`config.mk`:
```
export PLATFORM = sky130hd
export DESIGN_NAME = rgb_to_hsv_pixel
export DESIGN_NICKNAME = d
export VERILOG_FILES = /design/src/rtl/core/rgb2hsv_pkg.sv /design/src/rtl/core/rgb_to_hsv_pixel.sv
export SDC_FILE = /design/constraint.sdc
export NUM_CORES = 1
export LEC_CHECK = 0
export BUFFER_PORTS_ARGS = -buffer_cell sky130_fd_sc_hd__buf_2
export CORE_MARGIN = 1.5
export CORE_UTILIZATION = 50
export DETAILED_ROUTE_END_ITERATION = 7
export PLACE_DENSITY = 0.66
export SYNTH_ARGS = -nofsm -noshare
export SYNTH_HDL_FRONTEND = slang
export SYNTH_SLANG_ARGS = --single-unit
```
`constraint.sdc`:
```
create_clock -name clk_i -period 5.25 [get_ports clk_i]
set_input_delay 1.575 -clock clk_i [delete_from_list [all_inputs] [get_ports clk_i]]
set_output_delay 1.575 -clock clk_i [all_outputs]
set_load 0.03 [all_outputs]
```
`src/rtl/core/rgb2hsv_pkg.sv`:
```
// shared types for the rgb to hsv pixel converter
package rgb2hsv_pkg;

  // which channel holds the maximum, in the order the hue sectors are taken
  typedef enum logic [1:0] {
    SECT_RED   = 2'd0,
    SECT_GREEN = 2'd1,
    SECT_BLUE  = 2'd2
  } sector_e;

  // per-item sideband that rides along the divider stages
  typedef struct packed {
    sector_e    sector;
    logic       negative;
    logic       defined;
    logic [7:0] value;
    logic [7:0] delta;
  } side_t;

  localparam int unsigned HueOutW = 15;
  localparam int unsigned SatOutW = 13;

endpackage

```
`src/rtl/core/rgb_to_hsv_pixel.sv`:
```
// rgb to hsv pixel converter, fully pipelined with two radix-2 divider lanes
//
//   channel  direction  handshake              fields
//   input    in         start high, busy low   red_i, green_i, blue_i
//   result   out        result_valid_o strobe  hue_o, hue_defined_o, saturation_o, brightness_o
//
// one item may enter every cycle; busy is held low
// each item runs through stage 1, stage 2, the divider load register, the divider stages and
// the output register; the restoring divider takes two quotient bits per stage over the widest dividend
// reset clears every valid bit at once, payload registers are not reset
// each result shows for one cycle only; the receiver cannot hold it off
module rgb_to_hsv_pixel
  import rgb2hsv_pkg::*;
#(
  parameter int unsigned HUE_FRAC_BITS = 6,
  parameter int unsigned SAT_FRAC_BITS = 12
) (
  input  logic                clk_i,
  input  logic                rst_ni,
  input  logic                start,
  output logic                busy,
  input  logic [7:0]          red_i,
  input  logic [7:0]          green_i,
  input  logic [7:0]          blue_i,
  output logic                result_valid_o,
  output logic [HueOutW-1:0]  hue_o,
  output logic                hue_defined_o,
  output logic [SatOutW-1:0]  saturation_o,
  output logic [7:0]          brightness_o
);

  localparam int unsigned HueSector = 60 << HUE_FRAC_BITS;
  localparam int unsigned HueFull   = 360 << HUE_FRAC_BITS;
  localparam int unsigned HueProdW  = 14 + HUE_FRAC_BITS;
  localparam int unsigned SatDivW   = 8 + SAT_FRAC_BITS;
  localparam int unsigned DivW0     = (HueProdW > SatDivW) ? HueProdW : SatDivW;
  localparam int unsigned Nst       = (DivW0 + 1) / 2;
  localparam int unsigned DivW      = 2 * Nst;
  localparam int unsigned AccW      = 8 + DivW;
  localparam int unsigned HueW      = $clog2(HueFull + 1);
  localparam int unsigned HueX      = (HueW > HueOutW) ? HueW : HueOutW;
  localparam int unsigned FracW     = $clog2(HueSector + 1);

  localparam logic [HueProdW-1:0] HueSectorC = HueProdW'(HueSector);
  localparam logic signed [HueX:0] HueFullC  = (HueX+1)'(HueFull);
  localparam logic signed [HueX:0] Base2C    = (HueX+1)'(2 * HueSector);
  localparam logic signed [HueX:0] Base4C    = (HueX+1)'(4 * HueSector);

  // one restoring step: remainder in the top byte, dividend shifts out as quotient shifts in
  function automatic logic [AccW-1:0] div_step(input logic [AccW-1:0] acc,
                                               input logic [7:0] dsr);
    logic [8:0] trial;
    logic [8:0] diff;
    logic [AccW-1:0] res;
    trial = {acc[AccW-1:DivW], acc[DivW-1]};
    diff  = trial - {1'b0, dsr};
    if (trial >= {1'b0, dsr}) begin
      res = {diff[7:0], acc[DivW-2:0], 1'b1};
    end else begin
      res = {trial[7:0], acc[DivW-2:0], 1'b0};
    end
    return res;
  endfunction

  assign busy = 1'b0;

  // stage 1: max and min
  logic       s1_v_q;
  logic [7:0] s1_r_q, s1_g_q, s1_b_q, s1_mx_q, s1_mn_q;
  logic [7:0] s1_mx_d, s1_mn_d, rg_max, rg_min;

  always_comb begin
    rg_max  = (red_i > green_i) ? red_i : green_i;
    rg_min  = (red_i > green_i) ? green_i : red_i;
    s1_mx_d = (rg_max > blue_i) ? rg_max : blue_i;
    s1_mn_d = (rg_min < blue_i) ? rg_min : blue_i;
  end

  always_ff @(posedge clk_i or negedge rst_ni) begin
    if (!rst_ni) begin
      s1_v_q <= 1'b0;
    end else begin
      s1_v_q <= start && !busy;
    end
  end

  always_ff @(posedge clk_i) begin
    s1_r_q  <= red_i;
    s1_g_q  <= green_i;
    s1_b_q  <= blue_i;
    s1_mx_q <= s1_mx_d;
    s1_mn_q <= s1_mn_d;
  end

  // stage 2: sector, signed difference and delta
  logic       s2_v_q;
  side_t      s2_side_q, s2_side_d;
  logic [7:0] s2_mag_q, s2_mag_d;
  logic [7:0] pos, neg;

  always_comb begin
    s2_side_d.value   = s1_mx_q;
    s2_side_d.delta   = s1_mx_q - s1_mn_q;
    s2_side_d.defined = (s1_mx_q != s1_mn_q);
    priority if (s1_r_q == s1_mx_q) begin
      s2_side_d.sector = SECT_RED;
      pos = s1_g_q;
      neg = s1_b_q;
    end else if (s1_g_q == s1_mx_q) begin
      s2_side_d.sector = SECT_GREEN;
      pos = s1_b_q;
      neg = s1_r_q;
    end else begin
      s2_side_d.sector = SECT_BLUE;
      pos = s1_r_q;
      neg = s1_g_q;
    end
    s2_side_d.negative = (neg > pos);
    s2_mag_d = s2_side_d.negative ? (neg - pos) : (pos - neg);
  end

  always_ff @(posedge clk_i or negedge rst_ni) begin
    if (!rst_ni) begin
      s2_v_q <= 1'b0;
    end else begin
      s2_v_q <= s1_v_q;
    end
  end

  always_ff @(posedge clk_i) begin
    s2_side_q <= s2_side_d;
    s2_mag_q  <= s2_mag_d;
  end

  // divider lanes: hue fraction over delta, saturation over max
  logic            dv_v_q    [Nst+1];
  side_t           dv_side_q [Nst+1];
  logic [AccW-1:0] acc_h_q   [Nst+1];
  logic [AccW-1:0] acc_s_q   [Nst+1];
  logic [HueProdW-1:0] hue_prod;

  assign hue_prod = HueProdW'(s2_mag_q) * HueSectorC;

  always_ff @(posedge clk_i or negedge rst_ni) begin
    if (!rst_ni) begin
      dv_v_q[0] <= 1'b0;
    end else begin
      dv_v_q[0] <= s2_v_q;
    end
  end

  always_ff @(posedge clk_i) begin
    dv_side_q[0] <= s2_side_q;
    acc_h_q[0]   <= {8'd0, DivW'(hue_prod)};
    acc_s_q[0]   <= {8'd0, DivW'({s2_side_q.delta, {SAT_FRAC_BITS{1'b0}}})};
  end

  for (genvar k = 0; k < Nst; k++) begin : g_div
    always_ff @(posedge clk_i or negedge rst_ni) begin
      if (!rst_ni) begin
        dv_v_q[k+1] <= 1'b0;
      end else begin
        dv_v_q[k+1] <= dv_v_q[k];
      end
    end

    always_ff @(posedge clk_i) begin
      dv_side_q[k+1] <= dv_side_q[k];
      acc_h_q[k+1]   <= div_step(div_step(acc_h_q[k], dv_side_q[k].delta),
                                 dv_side_q[k].delta);
      acc_s_q[k+1]   <= div_step(div_step(acc_s_q[k], dv_side_q[k].value),
                                 dv_side_q[k].value);
    end
  end

  // output stage: place the fraction in its sector, wrap negatives and zero hue and saturation for gray
  side_t                fin_side;
  logic [FracW-1:0]     frac;
  logic signed [HueX:0] base, hue_sum, hue_wrap;
  logic                 out_v_q;
  logic [HueOutW-1:0]   hue_q, hue_d;
  logic                 def_q;
  logic [SatOutW-1:0]   sat_q, sat_d;
  logic [7:0]           val_q;

  always_comb begin
    fin_side = dv_side_q[Nst];
    frac     = acc_h_q[Nst][FracW-1:0];
    unique case (fin_side.sector)
      SECT_RED:   base = '0;
      SECT_GREEN: base = Base2C;
      SECT_BLUE:  base = Base4C;
      default:    base = '0;
    endcase
    hue_sum  = fin_side.negative ? (base - (HueX+1)'(frac)) : (base + (HueX+1)'(frac));
    hue_wrap = hue_sum[HueX] ? (hue_sum + HueFullC) : hue_sum;
    hue_d    = fin_side.defined ? hue_wrap[HueOutW-1:0] : '0;
    sat_d    = fin_side.defined ? acc_s_q[Nst][SatOutW-1:0] : '0;
  end

  always_ff @(posedge clk_i or negedge rst_ni) begin
    if (!rst_ni) begin
      out_v_q <= 1'b0;
    end else begin
      out_v_q <= dv_v_q[Nst];
    end
  end

  always_ff @(posedge clk_i) begin
    hue_q <= hue_d;
    def_q <= fin_side.defined;
    sat_q <= sat_d;
    val_q <= fin_side.value;
  end

  assign result_valid_o = out_v_q;
  assign hue_o          = hue_q;
  assign hue_defined_o  = def_q;
  assign saturation_o   = sat_q;
  assign brightness_o   = val_q;

endmodule

```
; Yosys cells after proc, flatten, opt, wreduce, memory -nomap -nowiden
; Memory sizes are Yosys's and may differ from the RTL's. A register that Yosys moved wholly into a read port is not among the register bits.
; Index checks and enable logic that the tools add are counted.
[word_totals]
n_memories = 3
output_inout_bits = 39
mem_bits_ro = 0
register_bits = 106
latchBits = 0
inputBits = 27
word_cells = 181
mem_bits_rw = 836
[op_classes]
shift = 0
n_eq_ne = 5
reduce_logical = 1
mul = 1
n_addsub = 46
magnitude_cmp = 44
div = 0
muxes = 53
bitwise_logic = 0
[memory_table]
columns = name, words, width, read_ports, rd_ports_with_merged_regs, wr, line_no
row1 = acc_h_q, 11, 28, 11, 0, 11, rgb_to_hsv_pixel.sv:138  ; logic [AccW-1:0] acc_h_q [Nst+1];
row2 = acc_s_q, 11, 28, 11, 1, 11, rgb_to_hsv_pixel.sv:139  ; logic [AccW-1:0] acc_s_q [Nst+1];
row3 = dv_side_q, 11, 20, 11, 0, 11, rgb_to_hsv_pixel.sv:137  ; side_t dv_side_q [Nst+1];
[ops]
columns = cell, count
row1 = 28-bit two-way mux, 40
row2 = 9-bit by 8-bit >= comparator with 1-bit output, 40
row3 = 8-bit subtractor, 43
row4 = 8-bit two-way mux, 9
row5 = 14-bit case mux with 2 select lines, 1
row6 = 8-bit > comparator, 3
row7 = 8-bit == test, 2
row8 = 16-bit two-way mux, 1
row9 = 14-bit by 12-bit adder with 15-bit output, 1
row10 = 15-bit adder (second input constant), 1
row11 = 15-bit two-way mux, 1
row12 = 14-bit by 12-bit subtractor with 15-bit output, 1
row13 = 8-bit by 4-bit multiplier with 12-bit output (second input constant), 1
row14 = 8-bit < comparator, 1
row15 = 8-bit != test, 1
row16 = 2-bit by 1-bit == test with 1-bit output (second input constant), 1
row17 = 2-bit == test (second input constant), 1
row18 = 2-bit two-way mux, 1
row19 = 1-bit zero test, 1

; Logic depth before layout (Yosys ltp)
; Gate-level depths: netlist of the first run.
; An unclocked memory read counts as a cell.
[depth]
depth_word = 7
depth_mapped = 20
mapped_depth_nobuf = 18

; Worst setup path after synthesis of the first run
; No wires, ideal clock.
[synth_path]
kind = input-to-reg
start = input green_i[7]
end = register s1_mx_q[1]
setup_time_ns = 0.121
t_required_ns = 5.129
path_slack_ns = 0.159
arrival_ns = 4.970
stages = 18
cell_sequence = inv_1 -> ha_1 -> nand2_1 -> o21a_1 -> nand3_1 -> and3_1 -> clkbuf_1 -> clkbuf_1 -> mux2_2 -> ha_1 -> nor2b_1 -> o21a_1 -> o21ai_0 -> nand2b_1 -> a21oi_1 -> o21ai_0 -> o21ai_1 -> mux2_2
[synth_between]
elab_chain_len = 4
[synth_lines]
columns = element, line_no
row1 = start: declaration, rgb_to_hsv_pixel.sv:23  ; input logic [7:0] green_i,
row2 = 8-bit > comparator, rgb_to_hsv_pixel.sv:73  ; rg_max = (red_i > green_i) ? red_i : green_i;
row3 = 8-bit two-way mux *, rgb_to_hsv_pixel.sv:73
row4 = 8-bit > comparator, rgb_to_hsv_pixel.sv:75  ; s1_mx_d = (rg_max > blue_i) ? rg_max : blue_i;
row5 = 8-bit two-way mux *, rgb_to_hsv_pixel.sv:75
row6 = named net s1_mx_d[1], rgb_to_hsv_pixel.sv:70  ; logic [7:0] s1_mx_d, s1_mn_d, rg_max, rg_min;
row7 = end signal: assignment, rgb_to_hsv_pixel.sv:91  ; s1_mx_q <= s1_mx_d;
row8 = end: declaration, rgb_to_hsv_pixel.sv:69  ; logic [7:0] s1_r_q, s1_g_q, s1_b_q, s1_mx_q, s1_mn_q;
; Mark *: on every way through the listed nets, which the timed path passes. The rest lies on a longest branch.
; A chain may end at the register's enable or synchronous reset.

==> results of run 1 <==
[per-stage QoR]
step / utilization / setup WS (ns) / instance area, µm² / hold WS (ns) / instances
finish: 0.566 / 0.582 / 34400 / 0.315 / 4075
global route: 0.566 / 0.152 / 34400 / 0.325 / 4075
CTS: 0.566 / 0.584 / 34400 / 0.316 / 4075
detailed placement: 0.529 / 0.205 / 32100 / 0.312 / 3955
global placement: 0.529 / 0.329 / 32100 / 0.310 / 3955
floorplan: - / 0.159 / 30800 / 0.310 / 3126
[flip-flops by register name, indices dropped and copies added (netlist names)]
signal and flops:
acc_h_q 156, acc_s_q 121, brightness_o 8, dv_side_q 212
dv_v_q 11, hue_defined_o 1, hue_o 15, result_valid_o 1
s1_b_q 8, s1_g_q 8, s1_mn_q 8, s1_mx_q 8
s1_r_q 8, s1_v_q 1, s2_mag_q 8, s2_side_q 20
s2_v_q 1, saturation_o 13
[cell usage in the layout, fill, tap and decap left out, types with 11 or more instances in the layout]
| cell | synthesis | routed |
|---|---|---|
| o21ai_1 | 33 | 33 |
| nand3_1 | 30 | 30 |
| nand2_1 | 127 | 127 |
| o21a_1 | 38 | 38 |
| xor2_1 | 68 | 68 |
| or2_2 | 11 | 11 |
| mux2_2 | 114 | 114 |
| a211oi_1 | 21 | 21 |
| buf_2 | 6 | 64 |
| clkbuf_8 | 0 | 15 |
| o21bai_1 | 41 | 41 |
| or3_1 | 19 | 19 |
| and3_1 | 16 | 16 |
| clkbuf_16 | 0 | 69 |
| buf_4 | 1 | 11 |
| nor2b_1 | 55 | 55 |
| ha_1 | 371 | 371 |
| a21o_1 | 64 | 64 |
| mux2i_1 | 42 | 42 |
| mux2_1 | 71 | 71 |
| o21ai_0 | 97 | 97 |
| o31ai_1 | 13 | 13 |
| inv_1 | 308 | 308 |
| nor3_1 | 35 | 35 |
| dfxtp_1 | 594 | 594 |
| a31oi_1 | 20 | 20 |
| nor2_1 | 245 | 245 |
| xnor2_1 | 157 | 157 |
| nand4_1 | 47 | 47 |
| and2_1 | 30 | 30 |
| fa_1 | 45 | 45 |
| a21oi_1 | 218 | 218 |
| nand2b_1 | 32 | 32 |
| dfrtp_1 | 14 | 14 |
[worst paths after layout]
path                             endpoint  cells after the start
max reg2reg                acc_h_q[7][23]                     16
max                        acc_h_q[7][23]                     16
max in group asynchronous       dv_v_q[4]                      1
min                         acc_s_q[9][9]                      0
min reg2reg                 acc_s_q[9][9]                      0
min in group asynchronous  result_valid_o                      1
[cell type report]
type                       instances  area (µm²)  share of cell area
clock buffer                      93        1970              0.0572
clock inverter                    27         308             0.00896
inverter                         314        1180              0.0345
multi-input combinational       2176       17300               0.503
sequential                       608       12200               0.356
tap                              782         978              0.0285
timing repair buffer              75         403              0.0117
[worst register-to-register path: cells and delay by family (launching register included)]
family                     cells  cell delay (ns)
AOI/OAI and AO/OA             10             2.80
adders and majority gates      2             0.72
buffers and inverters          2             0.21
DFF                            1             0.38
muxes                          1             0.33
and+or+nand+nor                1             0.13
[cell families after synthesis]
kind of cell               after synthesis  synth area share
AOI/OAI and AO/OA                      630             0.129
xor gates and xnor gates               225            0.0639
adders and majority gates              416             0.180
buffers and inverters                  342            0.0427
DFF                                    608             0.397
muxes                                  228            0.0817
other                                    1          0.000122
and+or+nand+nor                        676             0.105
[per-layer routing]
metal / GRT usage / up-vias
met5: 0 / -
met4: 0.0661 / 0
met3: 0.0273 / 116
met2: 0.350 / 312
met1: 0.233 / 9944
li1: - / 11000
==> impl_metrics.tcl, run 1 <==
set metrics [dict create \
    antennaDiodeCount 0 \
    core_area_um2 60700 \
    num_io_pins 66 \
    highest_layer "met4" \
    synth.yosys.seq_area_share 0.397 \
    grt_max_degree 32 \
    area_delta_synth_final_pct 11.4 \
    placementRows 90 \
    drv_cap 0 \
    status "complete, no violations" \
    max_freq_mhz 214 \
    hold_violations 0 \
    cts_max_path_buffers 3 \
    slowest_stage "a21oi_2" \
    wl_met1_mm 27.2 \
    cp.arrival_ns 5.14 \
    fin_skew_ns 0.0177 \
    wl_met2_mm 29.4 \
    ys_warn_count 0 \
    critPathBufInv 2 \
    r2r-start "dv_side_q[6][1]" \
    endpoint_kind "register" \
    synth_fp_nets 3569 \
    finalCritPeriodShare 0.889 \
    rsz0062_at_grt "false" \
    drt-vias-per-instance 5.25 \
    layout-drive-gt1-share 0.101 \
    slew_viol_final 0 \
    grt.total_usage 0.193 \
    cts_sinks 608 \
    antenna_found_initial 0 \
    period_needed_ns 4.67 \
    async_flop_share 0.0230 \
    drtPass1Iterations 5 \
    dieWidth_um 251 \
    yosysMostFrequentCell "dfxtp_1" \
    syn_inst 3126 \
    rrSetupSlack_ns 0.58 \
    grt_pass1_wl_mm 103 \
    port_buffers 64 \
    synth_commonest_cells "dfxtp_1 (594), ha_1 (371), inv_1 (308)" \
    required_ns 5.72 \
    setup_viol 0 \
    yosysTopAreaCellShare 0.386 \
    path_clk_slew_ns 0.06 \
    overflow 0 \
    synth_area_um2 30800 \
    root_buffer "clkbuf_16" \
    ys_types 82 \
    die_y_um 251 \
    ys_dominant_reg_cell "dfxtp_1" \
    vias 21400 \
    synth_edf_count 0 \
    cp_max_fo 10 \
    ctsHoldBuffers 0 \
    max_stage_delay_ns 0.47 \
    ys_ff_latch 608 \
    startpoint "dv_side_q[6][1]" \
    clk_latency_ns 0.60 \
    syn_area_per_cell_um2 9.86 \
    ant_nets 0 \
    min-delay-start "acc_s_q[8][7]" \
    post-cts-setup-buffer-count 0 \
    fin_setup_tns_ns 0 \
    numCtsBuffers 67 \
    path_class "reg2reg" \
    die-area_um2 63200 \
    slew_headroom 0.410 \
    post-dp-hpwl_mm 48.0 \
    cp_cell_sequence "inv_1, ha_1, nor2b_1, o21a_1, o31ai_1, a21oi_1, a21oi_2, o21ai_0, ha_1, a21o_1, a221oi_2, o21ai_1, o21a_1, a211oi_4, inv_2, mux2_1" \
    wl_mm 59.9 \
    num-nets-final 3685 \
    hold_path_class "reg2reg" \
    gp_congestion 0.858 \
    wl_met3_mm 1.83 \
    start_kind "register" \
    path_delay_family "compound AO/OA/AOI/OAI gates" \
    num-fill-cells 5207 \
    yosys.area.top_type "dfxtp_1" \
    wl_per_cell_um 14.7 \
    drc 0 \
    post_cts_resized 0 \
    htree_num_levels 3 \
    tritoncts "yes" \
    ys_top_cells_by_area "dfxtp_1 (39%), ha_1 (15%), xnor2_1 (4.5%)" \
    grt_pass1_vias 22200 \
    start_util 0.508 \
    tightest_slew_ns 0.879 \
    drt_iter0_markers 895 \
]
Power of run 1 is not shown: default switching activity piles up to over one toggle a cycle in this logic, so the estimate is an artifact.
==> inputs of run 2 (changes only) <==
==> constraint.sdc (replaced) <==
create_clock -name clk_i -period 5.4 [get_ports clk_i]
set_input_delay 1.62 -clock clk_i [delete_from_list [all_inputs] [get_ports clk_i]]
set_output_delay 1.62 -clock clk_i [all_outputs]
set_load 0.03 [all_outputs]
==> run 2 against run 1 <==
Effect of this change: flip-flop and latch count stayed put; global-route usage about the same; register-to-register slack better by 0.14 ns; critical path depth grew 1; setup slack gained 0.14 ns; critical path type unchanged; die area stayed put; sequential share of layout area hardly changed; clock skew grew 0.0070 ns; final cell count barely moved.
==> impl_metrics.tcl, run 2 (synthesis gave the netlist of run 1 again) <==
set metrics [dict create \
    wl_met2_mm 29.6 \
    final_cell_mix "dfxtp_1 (594), ha_1 (371), inv_1 (308)" \
    num_io_pins 66 \
    cp_max_fo 13 \
    dieWidth_um 251 \
    required_ns 5.88 \
    cts_max_path_buffers 3 \
    slew_headroom 0.392 \
    final_common_cell "dfxtp_1" \
    status "complete, no violations" \
    post-cts-setup-buffer-count 0 \
    wl_per_cell_um 14.7 \
    start_util 0.508 \
    hold_path_class "reg2reg" \
    max_freq_mhz 214 \
    drt-vias-per-instance 5.26 \
    antenna_found_initial 0 \
    overflow 0 \
    fin_skew_ns 0.0247 \
    layout-drive-gt1-share 0.102 \
    r2r-start "dv_side_q[1][9]" \
    highest_layer "met4" \
    ant_nets 0 \
    setup_viol 0 \
    ctsHoldBuffers 0 \
    wl_met3_mm 1.67 \
    rrSetupSlack_ns 0.72 \
    htree_num_levels 3 \
    die_y_um 251 \
    hold_end "acc_s_q[8][7]" \
    drc 0 \
    gp_congestion 0.845 \
    drv_cap 0 \
    num-nets-final 3682 \
    post-dp-hpwl_mm 47.7 \
    grt_pass1_wl_mm 103 \
    grt_max_degree 32 \
    finalCritPeriodShare 0.867 \
    area_delta_synth_final_pct 11.5 \
    root_buffer "clkbuf_16" \
    antennaDiodeCount 0 \
    die-area_um2 63200 \
    r2r-end "acc_s_q[2][25]" \
    num-fill-cells 5195 \
    numCtsBuffers 68 \
    drtPass1Iterations 5 \
    fin_setup_tns_ns 0 \
    drt_iter0_markers 851 \
    top_register "dv_side_q" \
    placementRows 90 \
    start_kind "register" \
    cp.arrival_ns 5.16 \
    rsz0062_at_grt "false" \
    min-delay-start "acc_s_q[7][5]" \
    endpoint_kind "register" \
    largest_register_ff_count 212 \
    tightest_slew_ns 0.906 \
    post_cts_resized 0 \
    path_class "reg2reg" \
    vias 21400 \
    grt_pass1_vias 22100 \
    period_needed_ns 4.68 \
    cts_sinks 608 \
    tritoncts "yes" \
    hold_path_depth 0 \
    wl_mm 60.0 \
    slew_viol_final 0 \
    wl_met1_mm 27.4 \
    clk_latency_ns 0.61 \
    core_area_um2 60700 \
    port_buffers 64 \
    path_clk_slew_ns 0.06 \
    hold_violations 0 \
    reg2reg_depth 17 \
    reg_top3 "dv_side_q x212, acc_h_q x156, acc_s_q x121" \
    startpoint "dv_side_q[1][9]" \
    grt.total_usage 0.193 \
]
[run 2: worst max-delay path: stages (launching register included)]
cell and delay, ns:
dfxtp_1 0.36, inv_1 0.13, ha_1 0.32, nor2b_1 0.17, o31a_1 0.20, o32ai_1 0.12
o21ai_1 0.72, nor2_1 0.08, a21oi_1 0.29, ha_1 0.31, nor2b_1 0.13, o21ai_0 0.21
a21oi_1 0.14, o21ai_1 0.13, a21boi_0 0.12, o21a_1 0.20, nor2b_1 0.54, mux2_1 0.39
[run 2: stage by stage]
step	hold WS [ns]	instances	instance area (µm²)	worst slack (ns)	util
2_1_floorplan	0.310	3126	30800	0.264	-
3_3_place_gp	0.310	3951	32100	0.411	0.528
3_5_place_dp	0.312	3951	32100	0.296	0.528
4_1_cts	0.307	4074	34400	0.704	0.566
5_1_grt	0.307	4074	34400	0.298	0.566
6_report	0.312	4074	34400	0.720	0.566
[run 2: routing by layer]
| metal | vias up | GRT usage |
|---|---|---|
| met3 | 93 | 0.0316 |
| met4 | 0 | 0.0566 |
| li1 | 11000 | - |
| met5 | - | 0 |
| met2 | 289 | 0.350 |
| met1 | 10000 | 0.234 |
[run 2: how the worst max path moves through the flow]
stage | to | slack, ns | depth (start not counted)
after floorplan | s1_mx_q[1] | 0.26 | 18
after detailed placement | s1_mn_q[1] | 0.30 | 14
after global routing | acc_s_q[4][21] | 0.30 | 18
final | acc_s_q[2][25] | 0.72 | 17
after CTS | s2_mag_q[5] | 0.70 | 17
after global placement | s1_mn_q[5] | 0.41 | 14
[run 2: layout make-up]
type | instances | area, µm² | area share
well taps | 782 | 978 | 0.0285
flip-flops and latches | 608 | 12200 | 0.356
clock buffers | 87 | 1930 | 0.0561
repair buffers | 71 | 373 | 0.0108
multi-input cells | 2176 | 17300 | 0.503
inverters | 314 | 1180 | 0.0344
clock inverters | 36 | 390 | 0.0114
Power of run 2 is left out for the same reason.
